`src/hdl/ptw_pkg.sv`:
```
// shared types, codes and helpers for the page table walker
// no dependencies; used by every module under hdl
package ptw_pkg;

  localparam int MAX_LEVELS       = 4;
  localparam int PAGE_OFFSET_BITS = 12;
  localparam int VADDR_W          = 50;
  localparam int PTE_W            = 64;
  localparam int PADDR_W          = 56;
  localparam int PPN_W            = 44;
  localparam int MODE_W           = 4;
  localparam int CFG_IDX_W        = 2;
  localparam int CFG_DATA_W       = 44;

  localparam logic [MODE_W-1:0] MODE_BARE = 4'd0;
  localparam logic [MODE_W-1:0] MODE_SV39 = 4'd8;
  localparam logic [MODE_W-1:0] MODE_SV48 = 4'd9;

  localparam logic [CFG_IDX_W-1:0] CFG_MODE  = 2'd0;
  localparam logic [CFG_IDX_W-1:0] CFG_ROOT  = 2'd1;
  localparam logic [CFG_IDX_W-1:0] CFG_GUEST = 2'd2;

  localparam logic OP_TRANSLATE = 1'b0;
  localparam logic OP_PTE_RESP  = 1'b1;

  localparam logic KIND_READ = 1'b0;
  localparam logic KIND_DONE = 1'b1;

  typedef enum logic [2:0] {
    ST_OK         = 3'd0,
    ST_INVALID    = 3'd1,
    ST_W_NO_R     = 3'd2,
    ST_NONLEAF_AD = 3'd3,
    ST_NO_LEVELS  = 3'd4,
    ST_BAD_MODE   = 3'd5
  } status_t;

  typedef struct packed {
    logic               op;
    logic [VADDR_W-1:0] vaddr;
    logic [PTE_W-1:0]   pte_data;
  } item_t;

  typedef struct packed {
    logic               kind;
    logic [PADDR_W-1:0] address;
    logic [2:0]         level;
    status_t            status;
    logic [1:0]         pbmt;
  } result_t;

  // number of levels for a mode, zero when unsupported
  function automatic logic [2:0] mode_levels(logic [MODE_W-1:0] mode);
    logic [2:0] lv;
    lv = 3'd0;
    if (mode == MODE_SV39) begin
      lv = 3'd3;
    end else if (mode == MODE_SV48) begin
      lv = (MAX_LEVELS >= 4) ? 3'd4 : 3'd0;
    end
    return lv;
  endfunction

  // byte offset of the pte inside its table: vpn slice times eight
  // idx counts 9-bit slices above the page offset
  function automatic logic [13:0] pte_offset(logic [VADDR_W-1:0] va, logic [1:0] idx,
                                             logic wide);
    logic [VADDR_W-1:0] sh;
    logic [10:0]        vpn;
    case (idx)
      2'd0:    sh = va >> 12;
      2'd1:    sh = va >> 21;
      2'd2:    sh = va >> 30;
      default: sh = va >> 39;
    endcase
    vpn = wide ? sh[10:0] : {2'b00, sh[8:0]};
    return {vpn, 3'b000};
  endfunction

endpackage

```
`src/hdl/ptw_in_stage.sv`:
```
// input register of the page table walker
// depends on ptw_pkg
module ptw_in_stage (
  input  logic            clk,
  input  logic            rst_n,
  input  logic            in_valid,
  output logic            in_stall,
  input  ptw_pkg::item_t  in_item,
  input  logic            advance,
  output logic            item_valid,
  output ptw_pkg::item_t  item
);

  logic           valid_r, valid_nxt;
  ptw_pkg::item_t item_r;
  logic           load;

  assign in_stall  = valid_r && !advance;
  assign load      = in_valid && !in_stall;
  assign valid_nxt = load ? 1'b1 : (advance ? 1'b0 : valid_r);

  always_ff @(posedge clk) begin
    if (!rst_n) begin
      valid_r <= 1'b0;
    end else begin
      valid_r <= valid_nxt;
    end
  end

  always_ff @(posedge clk) begin
    if (load) begin
      item_r <= in_item;
    end
  end

  assign item_valid = valid_r;
  assign item       = item_r;

endmodule

```
`src/hdl/ptw_core.sv`:
```
// walk state, configuration registers and the per-word pte check
// depends on ptw_pkg
module ptw_core (
  input  logic                             clk,
  input  logic                             rst_n,
  input  logic                             cfg_we,
  input  logic [ptw_pkg::CFG_IDX_W-1:0]    cfg_index,
  input  logic [ptw_pkg::CFG_DATA_W-1:0]   cfg_wdata,
  input  logic                             fire,
  input  ptw_pkg::item_t                   item,
  output logic                             has_result,
  output ptw_pkg::result_t                 result,
  output logic                             walk_active
);

  logic [ptw_pkg::MODE_W-1:0]  mode_r;
  logic [ptw_pkg::PPN_W-1:0]   root_r;
  logic                        guest_r;

  logic                        active_r, active_nxt;
  logic [1:0]                  level_r, level_nxt;
  logic [ptw_pkg::PADDR_W-1:0] base_r, base_nxt;
  logic [ptw_pkg::VADDR_W-1:0] va_r, va_nxt;

  logic [2:0]                  levels;
  logic [2:0]                  lvl_m1;
  logic [2:0]                  traversed;
  logic [2:0]                  rem_idx;
  logic [2:0]                  xwr;
  logic [ptw_pkg::PADDR_W-1:0] root_base;
  logic [ptw_pkg::PADDR_W-1:0] next_base;
  logic [13:0]                 req_off;
  logic [13:0]                 walk_off;
  ptw_pkg::result_t            res;
  logic                        has;

  always_ff @(posedge clk) begin
    if (!rst_n) begin
      mode_r  <= ptw_pkg::MODE_BARE;
      root_r  <= '0;
      guest_r <= 1'b0;
    end else if (cfg_we) begin
      case (cfg_index)
        ptw_pkg::CFG_MODE:  mode_r  <= cfg_wdata[ptw_pkg::MODE_W-1:0];
        ptw_pkg::CFG_ROOT:  root_r  <= cfg_wdata[ptw_pkg::PPN_W-1:0];
        ptw_pkg::CFG_GUEST: guest_r <= cfg_wdata[0];
        default: ;
      endcase
    end
  end

  assign levels    = ptw_pkg::mode_levels(mode_r);
  assign lvl_m1    = levels - 3'd1;
  assign traversed = {1'b0, level_r} + 3'd1;
  assign rem_idx   = lvl_m1 - traversed;
  assign xwr       = item.pte_data[3:1];
  assign root_base = {root_r, {ptw_pkg::PAGE_OFFSET_BITS{1'b0}}};
  assign next_base = {item.pte_data[53:10], {ptw_pkg::PAGE_OFFSET_BITS{1'b0}}};

  // the new walk reads from the top slice, which is wider in guest layouts
  assign req_off  = ptw_pkg::pte_offset(item.vaddr, lvl_m1[1:0], guest_r);
  assign walk_off = ptw_pkg::pte_offset(va_r, rem_idx[1:0], 1'b0);

  always_comb begin
    active_nxt  = active_r;
    level_nxt   = level_r;
    base_nxt    = base_r;
    va_nxt      = va_r;
    has         = 1'b1;
    res.kind    = ptw_pkg::KIND_DONE;
    res.address = '0;
    res.level   = 3'd0;
    res.status  = ptw_pkg::ST_OK;
    res.pbmt    = 2'b00;
    if (item.op == ptw_pkg::OP_TRANSLATE) begin
      if (mode_r == ptw_pkg::MODE_BARE) begin
        active_nxt  = 1'b0;
        res.address = {{(ptw_pkg::PADDR_W-ptw_pkg::VADDR_W){1'b0}}, item.vaddr};
      end else if (levels == 3'd0) begin
        active_nxt = 1'b0;
        res.status = ptw_pkg::ST_BAD_MODE;
      end else begin
        active_nxt  = 1'b1;
        level_nxt   = 2'd0;
        va_nxt      = item.vaddr;
        base_nxt    = root_base;
        res.kind    = ptw_pkg::KIND_READ;
        res.address = root_base + {{(ptw_pkg::PADDR_W-14){1'b0}}, req_off};
      end
    end else if (!active_r) begin
      has = 1'b0;
    end else begin
      res.level = traversed;
      if (levels == 3'd0) begin
        active_nxt = 1'b0;
        res.status = ptw_pkg::ST_BAD_MODE;
      end else if (!item.pte_data[0]) begin
        active_nxt = 1'b0;
        res.status = ptw_pkg::ST_INVALID;
      end else if (xwr[1:0] == 2'b10) begin
        active_nxt = 1'b0;
        res.status = ptw_pkg::ST_W_NO_R;
      end else if (xwr != 3'b000) begin
        // leaf: ppn with the page offset, no superpage merging
        active_nxt  = 1'b0;
        res.address = {item.pte_data[53:10], va_r[ptw_pkg::PAGE_OFFSET_BITS-1:0]};
        res.pbmt    = item.pte_data[62:61];
      end else if (item.pte_data[7:6] != 2'b00) begin
        active_nxt = 1'b0;
        res.status = ptw_pkg::ST_NONLEAF_AD;
      end else if (traversed >= levels) begin
        active_nxt = 1'b0;
        res.status = ptw_pkg::ST_NO_LEVELS;
      end else begin
        level_nxt   = traversed[1:0];
        base_nxt    = next_base;
        res.kind    = ptw_pkg::KIND_READ;
        res.address = next_base + {{(ptw_pkg::PADDR_W-14){1'b0}}, walk_off};
      end
    end
  end

  always_ff @(posedge clk) begin
    if (!rst_n) begin
      active_r <= 1'b0;
      level_r  <= 2'd0;
      base_r   <= '0;
      va_r     <= '0;
    end else if (fire) begin
      active_r <= active_nxt;
      level_r  <= level_nxt;
      base_r   <= base_nxt;
      va_r     <= va_nxt;
    end
  end

  assign has_result  = has;
  assign result      = res;
  assign walk_active = active_r;

endmodule

```
`src/hdl/ptw_out_stage.sv`:
```
// result register of the page table walker
// depends on ptw_pkg
module ptw_out_stage (
  input  logic              clk,
  input  logic              rst_n,
  input  logic              load,
  input  ptw_pkg::result_t  result,
  output logic              room,
  output logic              out_valid,
  input  logic              out_stall,
  output ptw_pkg::result_t  out_result
);

  logic             valid_r, valid_nxt;
  ptw_pkg::result_t result_r;

  assign room      = !valid_r || !out_stall;
  assign valid_nxt = load ? 1'b1 : (out_stall ? valid_r : 1'b0);

  always_ff @(posedge clk) begin
    if (!rst_n) begin
      valid_r <= 1'b0;
    end else begin
      valid_r <= valid_nxt;
    end
  end

  always_ff @(posedge clk) begin
    if (load) begin
      result_r <= result;
    end
  end

  assign out_valid  = valid_r;
  assign out_result = result_r;

endmodule

```
`src/hdl/page_table_walker.sv`:
```
// Page table walker for Sv39 and Sv48 and their x4 guest-stage layouts. A
// translate word either finishes at once (bare or unsupported mode) or
// starts a walk and yields the first PTE read address; each PTE response
// word yields the next read address or the finished result with status,
// level count and PBMT. Every word passes an input register and one stage
// of check and address logic into a result register, so one word is taken
// per clock while the receiver does not stall. A word leaves the input
// register and its result is loaded into the result register once that
// register has room. A PTE response while no walk is active is dropped
// without a result. An open walk uses the live configuration on each
// response. Write configuration only while no word is in flight.
// depends on ptw_pkg, ptw_in_stage, ptw_core, ptw_out_stage
module page_table_walker (
  input  logic                             clk,
  input  logic                             rst_n,
  input  logic                             cfg_we,
  input  logic [ptw_pkg::CFG_IDX_W-1:0]    cfg_index,
  input  logic [ptw_pkg::CFG_DATA_W-1:0]   cfg_wdata,
  input  logic                             in_valid,
  output logic                             in_stall,
  input  logic                             in_op,
  input  logic [ptw_pkg::VADDR_W-1:0]      in_vaddr,
  input  logic [ptw_pkg::PTE_W-1:0]        in_pte_data,
  output logic                             out_valid,
  input  logic                             out_stall,
  output logic                             out_kind,
  output logic [ptw_pkg::PADDR_W-1:0]      out_address,
  output logic [2:0]                       out_level,
  output logic [2:0]                       out_status,
  output logic [1:0]                       out_pbmt
);

  ptw_pkg::item_t   in_item;
  ptw_pkg::item_t   item;
  ptw_pkg::result_t result;
  ptw_pkg::result_t out_result;
  logic             item_valid;
  logic             room;
  logic             fire;
  logic             has_result;
  logic             walk_active;

  assign in_item.op       = in_op;
  assign in_item.vaddr    = in_vaddr;
  assign in_item.pte_data = in_pte_data;

  assign fire = item_valid && room;

  ptw_in_stage u_in (
    .clk        (clk),
    .rst_n      (rst_n),
    .in_valid   (in_valid),
    .in_stall   (in_stall),
    .in_item    (in_item),
    .advance    (fire),
    .item_valid (item_valid),
    .item       (item)
  );

  ptw_core u_core (
    .clk         (clk),
    .rst_n       (rst_n),
    .cfg_we      (cfg_we),
    .cfg_index   (cfg_index),
    .cfg_wdata   (cfg_wdata),
    .fire        (fire),
    .item        (item),
    .has_result  (has_result),
    .result      (result),
    .walk_active (walk_active)
  );

  ptw_out_stage u_out (
    .clk        (clk),
    .rst_n      (rst_n),
    .load       (fire && has_result),
    .result     (result),
    .room       (room),
    .out_valid  (out_valid),
    .out_stall  (out_stall),
    .out_result (out_result)
  );

  assign out_kind    = out_result.kind;
  assign out_address = out_result.address;
  assign out_level   = out_result.level;
  assign out_status  = out_result.status;
  assign out_pbmt    = out_result.pbmt;

  // read requests never carry a status or memory type
  a_read_clean: assert property (@(posedge clk) disable iff (!rst_n)
    out_valid && out_kind == ptw_pkg::KIND_READ |->
      out_status == ptw_pkg::ST_OK && out_pbmt == 2'b00)
    else $error("read request with status or pbmt set");

  // a failed walk reports no address
  a_err_zero: assert property (@(posedge clk) disable iff (!rst_n)
    out_valid && out_kind == ptw_pkg::KIND_DONE && out_status != ptw_pkg::ST_OK |->
      out_address == '0)
    else $error("error result with nonzero address");

  // a finished result closes the walk, a read keeps it open
  a_walk_state: assert property (@(posedge clk) disable iff (!rst_n)
    fire && has_result |=> walk_active == !$past(result.kind))
    else $error("walk state disagrees with last result kind");

endmodule

```
`config.mk`:
```
export PLATFORM = sky130hd
export DESIGN_NAME = page_table_walker
export DESIGN_NICKNAME = d
export VERILOG_FILES = /design/src/hdl/ptw_pkg.sv /design/src/hdl/ptw_in_stage.sv /design/src/hdl/ptw_core.sv /design/src/hdl/ptw_out_stage.sv /design/src/hdl/page_table_walker.sv
export SDC_FILE = /design/constraint.sdc
export NUM_CORES = 1
export LEC_CHECK = 0
export BUFFER_PORTS_ARGS = -buffer_cell sky130_fd_sc_hd__buf_2
export CAP_MARGIN = 20
export CORE_MARGIN = 1
export CORE_UTILIZATION = 29
export DETAILED_ROUTE_END_ITERATION = 10
export GPL_TIMING_DRIVEN = 0
export PLACE_DENSITY = 0.46
export SYNTH_ARGS = -nofsm -noshare
export SYNTH_HDL_FRONTEND = slang
export SYNTH_SLANG_ARGS = --single-unit
```
`constraint.sdc`:
```
create_clock -name clk -period 7.5 [get_ports clk]
set_clock_uncertainty 0.1 [all_clocks]
set_input_delay 0.375 -clock clk [delete_from_list [all_inputs] [get_ports clk]]
set_output_delay 0.375 -clock clk [all_outputs]
set_load 0.01 [all_outputs]
```
==> results by group, run 1 <==
Floorplanning
  – # IOs: 233
  – Die area: 40100 sq um
  – Die H: 200 um
  – Starting Density: 29.5%
  – Die width: 200 um
  – FP Rows: 72
  – CORE AREA: 38600 sq um

Clocking
  – CTS Buf Count: 34
  – Hold_buf cts: 109
  – CTS root buffer: clkbuf_16
  – CTS tree: done
  – Clock slew at reported path FFs: 70 ps
  – CTS sink cnt: 270
  – Setup bufs post-CTS: 0
  – # resized after CTS: 0
  – Htree depth: 2
  – Clock buffer depth: 3
  – Clk Latency, worst-skew pair: 520 ps

Power
  – Share of power burned in registers: 46.5%
  – Pint: 2.79 mW
  – Clock share of power: 46.8%
  – Sw Pwr: 0.827 mW
  – Comb pwr share: 6.8%
  – Leakage power total: 5.58 nW
  – Power per Cell Area: 233 nW/um^2
  – Worst IR Drop VDD: 126 uV
  – Switching share of power: 22.9%

Global route
  – GRT Total Usage: 19.2%
  – Met3 global-route usage: 3.12%
  – Met2 Use GR: 30.3%
  – First-pass GRT wire length: 57.5 mm
  – Initial antenna violation count: 2
  – Vias in the first global route: 9141
  – Global routing's busiest layer: met2
  – Pin count of the biggest net entering global routing: 29
  – GR Layer Usage met1: 27.8%
  – Total congestion overflow: 0

Worst setup path
  – Worst Setup Path Type: reg2reg
  – Critical-path cell list: nor4b_4, inv_1, nand2_1, a21boi_0, ha_1, a21oi_1, nor2_1, clkbuf_1, nand4_1, a311o_1
  – CP max FO: 10
  – Worst Path Required: 7660 ps
  – Crit-path leading delay family: simple AND/OR/NAND/NOR gates
  – CP bufs+invs: 2
  – CP endpoint kind: register
  – CP Data Arrival Time: 3940 ps
  – Critical Path Start Type: register
  – CP max-delay cell: nor4b_4
  – Largest stage delay, worst path: 600 ps

STA
  – Crit share post-route: 50.4%
  – Final-report setup violation count: 0
  – Relative slew margins: 38.2%
  – Least-Margin Pin Slew: 901 ps
  – Setup WS post-layout: 3720 ps
  – Setup TNS Final: 0 ps
  – Fmax: 265 MHz
  – Final Hold Vio Count: 0
  – Slew Limit Fails: 0
  – RSZ-0062 raised after global routing: false
  – Shortest period the worst path allows: 3780 ps

Logic synthesis
  – Synth Flop Type: edfxtp_1
  – Sequential area share after synthesis: 62.2%
  – Synth warn: 0
  – Syn Inst Count: 1003
  – Register bit total from synthesis: 270
  – Synth area leaders: edfxtp_1 44%, dfxtp_1 18%, nand2_1 7.6%
  – Syn Nets: 1175
  – Post-synth ARST share: 0%
  – Post-synth EDFFs: 168
  – Cell Area, Synth: 11400 sq um
  – Yosys top cell area share: 44.3%
  – Avg Inst Size Synth: 11.4 sq um
  – Area leader, netlist: edfxtp_1
  – Distinct cells, synth: 62

Drt
  – DRT Wirelength: 38.9 mm
  – DRC violations left: 0
  – Initial drt markers: 600
  – Routed length per instance: 20.3 um
  – DRT Pass-1 Iters: 5
  – Via-to-Cell Ratio: 4.81
  – Antenna Nets Post-Route: 0
  – Vias: 9207

Finish
  – Non-filler instance count after layout: 1916
  – Most frequent cells in the layout: 230 x nand2_1, 223 x buf_2, 168 x edfxtp_1
  – Final #Nets: 1545
  – Layout Cell Area excl Fill: 15500 sq um
  – Util after Layout: 40.2%
  – Most common cell after layout, fill and taps aside: nand2_1
  – Layout cells sized above 1: 22.3%
  – Fillers: 3801
  – Number of diodes: 0
  – Layout area overhead: 36.5%

Place
  – Detailed Place HPWL: 28.5 mm
  – Dpl cells: 1746
  – Setup WS pre-CTS: 3740 ps
  – Placement Cell Area: 13300 sq um
  – IO buf count: 219
  – GP Congestion: 0.824

Job
  – Max-Cap Viols: 0

Worst hold path
  – Hold Crit Class: in2reg

Outcome
  – Status: finished, final reports clean
==> through the flow <==
stage / total power [mW] / hold WS [ps]
3_5_place_dp: 1.92 / 359
6_report: 3.62 / 11.2
2_1_floorplan: 1.79 / 340
5_1_grt: 3.73 / 15.0
3_3_place_gp: 1.92 / 351
4_1_cts: 3.66 / 1.88
==> synth_stat cells, types with 5 or more instances <==
master    count
nand3_1      32
mux2_2       10
o22ai_1      11
and3_1        8
nand4_1      20
edfxtp_1    168
nor3_1       11
xor2_1       18
nor4_1        9
nor2_1       23
ha_1          5
xnor2_1      17
nor2b_1      10
a21boi_0     95
nand2_1     230
inv_1        20
dfxtp_1     102
o21ai_0      35
a21oi_1       6
clkbuf_1     45
a22oi_1      33
mux2i_1      15
a222oi_1     11
==> area by class of cell <==
| type | count | area, sq um | area share (%) |
|---|---|---|---|
| Sequential cell | 270 | 7090 | 45.6 |
| Multi-Input combinational cell | 659 | 4030 | 25.9 |
| Timing Repair Buffer | 334 | 2330 | 15.0 |
| Clock buffer | 42 | 976 | 6.28 |
| Tap cell | 518 | 648 | 4.17 |
| Buffer | 54 | 218 | 1.40 |
| Clock inverter | 19 | 183 | 1.18 |
| Inverter | 20 | 75.1 | 0.483 |
==> layer usage <==
metal  vias up  wire, um
li1       4412         -
met1      4446     18600
met2       304     17500
met3        43      2160
met4         2       548
met5         -        13
==> power by group through the flow <==
stage / registers [mW] / logic (mW) / clock network [mW]
finish: 1.68 / 0.244 / 1.69
global route: 1.69 / 0.266 / 1.78
CTS: 1.68 / 0.247 / 1.73
detailed placement: 1.71 / 0.202 / 0
global placement: 1.72 / 0.192 / 0
floorplan: 1.70 / 0.0841 / 0
==> worst min-delay path, stage by stage <==
cell      delay, ps
buf_2           100
nand2_1          50
a21boi_0         60
==> sequential cells by signal (all words and copies together) (netlist names) <==
name and count:
u_core.va_r 48, u_out.out_result 65, u_in.item_valid 1, u_in.item 103
u_core.guest_r 1, u_core.mode_r 4, u_out.out_valid 1, u_core.level_r 2
u_core.walk_active 1, u_core.root_r 44
==> path summary, 6_finish.rpt <==
kind	from	to	slack (ps)	cells past startpoint
max	u_core.mode_r[0]$_SDFFE_PN0P_	u_out.out_result[57]$_DFFE_PP_	3720	10
min reg2reg	u_core.va_r[42]$_SDFFE_PN0P_	u_core.va_r[42]$_SDFFE_PN0P_	360	2
min	cfg_wdata[30]	u_core.root_r[30]$_SDFFE_PN0P_	10	3
max reg2reg	u_core.mode_r[0]$_SDFFE_PN0P_	u_out.out_result[57]$_DFFE_PP_	3720	10
==> cells by family after synthesis <==
kind of cell / count (synthesis) / synth area share, %
and+or+nand+nor: 375 / 15.6
DFF: 270 / 62.2
muxes: 25 / 2.31
xor gates and xnor gates: 35 / 2.69
adders and majority gates: 6 / 0.725
buffers and inverters: 74 / 2.57
AOI/OAI and AO/OA: 218 / 13.8
No activity file was read; power rests on OpenSTA's default activity.
==> run 2, diff against run 1 <==
- PLACE_DENSITY: 0.46 -> 0.47
- clock period: 7.5 -> 3.4 ns (I/O delays scaled with it)
==> run 2 against run 1 <==
Effect of this change:
- wire length is 1.2% higher
- sequential cell count unchanged
- sequential power up 120%
- utilization increased by 1.4 points
- count of clock-buffer cells in the layout is 6 higher
- design area grew 3.5%
- setup slack worse by 3600 ps
- combinational power up 140%
- cell count grew 3.5%
- global-route usage up 0.25 points
- via count up 3.2%
- first-iteration DRC count shrank 0.67%
- critical path type unchanged
==> results by group, run 2 (synthesis results as in run 1) <==
Outcome
  – Status: finished, final reports clean

Power
  – Switching share of power: 23.3% (+0.38 points)
  – Comb pwr share: 7.9% (+1.1 points)
  – Clock share of power: 43.2% (-3.6 points)
  – Power per Cell Area: 472 nW/um^2 (+100%)
  – Total power: 7.58 mW (+110%)
  – Share of power burned in registers: 48.9% (+2.4 points)
  – Pint: 5.82 mW (+110%)
  – Sw Pwr: 1.76 mW (+110%)
  – Worst IR Drop VDD: 335 uV (+170%)
  – Leakage power total: 5.88 nW (+5.4%)

Finish
  – Layout cells sized above 1: 21.4% (-0.95 points)
  – Most common cell after layout, fill and taps aside: nand2_1
  – Max reg flops: 103 (unchanged)
  – Layout area overhead: 41.2%
  – Sequential Area: 7090 sq um (unchanged)
  – Layout Cell Area excl Fill: 16100 sq um (+3.5%)
  – Multi-input gate area: 4040 sq um (+0.47%)
  – Most frequent cells in the layout: 230 x nand2_1, 223 x buf_2, 176 x dlygate4sd3_1
  – Fillers: 3741 (-1.6%)
  – Final #Nets: 1612 (+4.3%)

Global route
  – Initial antenna violation count: 1 (-1)
  – GRT Total Usage: 19.5% (+0.25 points)
  – First-pass GRT wire length: 59.0 mm (+2.6%)
  – Total congestion overflow: 0 (unchanged)
  – Vias in the first global route: 9598 (+5.0%)
  – Pin count of the biggest net entering global routing: 31 (+6.9%)

Drt
  – Initial drt markers: 596 (-0.67%)
  – DRC violations left: 0 (unchanged)
  – Antenna Nets Post-Route: 0 (unchanged)
  – DRT Pass-1 Iters: 5 (unchanged)
  – Vias: 9498 (+3.2%)
  – Routed length per instance: 19.8 um (-2.3%)
  – Via-to-Cell Ratio: 4.79 (-0.38%)
  – DRT Wirelength: 39.3 mm (+1.2%)

Clocking
  – Clock buffer depth: 3 (unchanged)
  – CTS sink cnt: 270 (unchanged)
  – Clk Latency, worst-skew pair: 580 ps (+60 ps)
  – CTS Buf Count: 31 (-8.8%)
  – CTS tree: done
  – Clock slew at reported path FFs: 60 ps (about the same)
  – CTS root buffer: clkbuf_16
  – Htree depth: 1 (-1)

Floorplanning
  – Die H: 200 um (unchanged)
  – Starting Density: 29.5% (unchanged)
  – Die width: 200 um (unchanged)
  – FP Rows: 72 (unchanged)
  – # IOs: 233 (unchanged)
  – Die area: 40100 sq um (unchanged)
  – CORE AREA: 38600 sq um (unchanged)

Worst setup path
  – Worst Path Required: 3570 ps (-4090 ps)
  – Critical-path cell list: nor4b_4, buf_4, nand2_1, a21boi_1, ha_1, a21oi_1, or3_1, clkbuf_1, nor3_1, xnor2_1, o21ai_0
  – CP bufs+invs: 2 (unchanged)
  – CP max FO: 7 (-3)
  – Worst Setup Path Type: reg2reg
  – CP Data Arrival Time: 3450 ps (-490 ps)
  – CP endpoint kind: register
  – Critical Path Start Type: register
  – Crit-path leading delay family: compound AO/OA/AOI/OAI gates
  – CP max-delay cell: dfxtp_1
  – Largest stage delay, worst path: 380 ps (-220 ps)

STA
  – Final-report setup violation count: 0 (unchanged)
  – Least-Margin Pin Slew: 877 ps (-23.5 ps)
  – RSZ-0062 raised after global routing: false
  – Slew Limit Fails: 0 (unchanged)
  – Relative slew margins: 41.1% (+2.8 points)
  – Final Hold Vio Count: 0 (unchanged)
  – Crit share post-route: 96.3% (+46 points)
  – Fmax: 305 MHz (+15%)
  – Shortest period the worst path allows: 3280 ps (-504 ps)

Place
  – IO buf count: 219 (unchanged)
  – GP Congestion: 0.849 (+3.0%)
  – Placement Cell Area: 13300 sq um (-0.11%)
  – Detailed Place HPWL: 28.3 mm (-0.70%)

Worst hold path
  – Hold Crit Class: in2reg

Job
  – Max-Cap Viols: 0 (unchanged)
run 2: changes by cell type in the layout (fill, tap and decap cells not counted), moves of 3 or more:
cell	delta
buf_4	+3
dlygate4sd3_1	+67
bufinv_16	-3
clkinvlp_4	-6
clkbuf_16	-6
clkbuf_8	+7
clkbuf_1	+3
run 2: metrics by stage:
| stage | TNS [ps] | setup slack [ps] | cells | util (%) | hold WS, ps |
|---|---|---|---|---|---|
| after floorplan | 0 | 508 | 1003 | - | 169 |
| after global placement | -84660 | -1000 | 1740 | 34.0 | 249 |
| after detailed placement | -5480 | -421 | 1746 | 34.4 | 248 |
| after CTS | 0 | 1.97 | 1983 | 41.6 | 80.7 |
| after global routing | 0 | 16.8 | 1983 | 41.6 | 117 |
| final | 0 | 125 | 1984 | 41.6 | 124 |
run 2: what timing repair did:
action,in CTS,in global routing
resized for setup,3,5
buffers inserted,3,0
hold buffers,176,0
setup endpoints to repair,33,14
pin swaps,1,0
hold endpoints to repair,166,0
run 2: worst register-to-register path: cells and delay by family (launching register included):
kind / cells / cell delay (ps)
AO/OA/AOI/OAI: 3 / 740
adder cells (fa/ha/maj): 1 / 290
buffers and inverters: 2 / 510
AND/OR/NAND/NOR: 4 / 700
flip-flops: 1 / 380
XOR/XNOR: 1 / 270
run 2: power groups by stage:
stage,clock [mW],sequential [mW],combinational (mW)
final,3.28,3.71,0.595
after global routing,3.47,3.72,0.646
after CTS,3.37,3.71,0.599
after detailed placement,0,3.78,0.446
after global placement,0,3.79,0.427
after floorplan,0,3.75,0.187
run 2: cell type report:
type                            instances  share of cell area [%]
Sequential cell                       270                    44.1
Inverter                               20                   0.467
Buffer                                 54                    1.37
Clock buffer                           48                    5.85
Multi-Input combinational cell        659                    25.1
Timing Repair Buffer                  404                    18.7
Clock inverter                         10                   0.342
Antenna cell                            1                  0.0156
Tap cell                              518                    4.03
run 2: per-layer routing:
metal | wire length, um | vias to the layer above | global-route usage, %
met2 | 17700 | 283 | 31.0
met4 | 871 | 0 | 4.48
met5 | 0 | - | 0
li1 | - | 4548 | -
met3 | 2020 | 53 | 3.30
met1 | 18700 | 4614 | 27.5
run 2: worst paths after layout:
check                                 from                              to  slack, ps  depth (start not counted)
max          u_core.mode_r[2]$_SDFFE_PN0P_  u_out.out_result[35]$_DFFE_PP_        120                         11
min                                  rst_n   u_core.root_r[0]$_SDFFE_PN0P_        120                          2
max reg2reg  u_core.mode_r[2]$_SDFFE_PN0P_  u_out.out_result[35]$_DFFE_PP_        120                         11
min reg2reg   u_core.va_r[43]$_SDFFE_PN0P_    u_core.va_r[43]$_SDFFE_PN0P_        360                          2
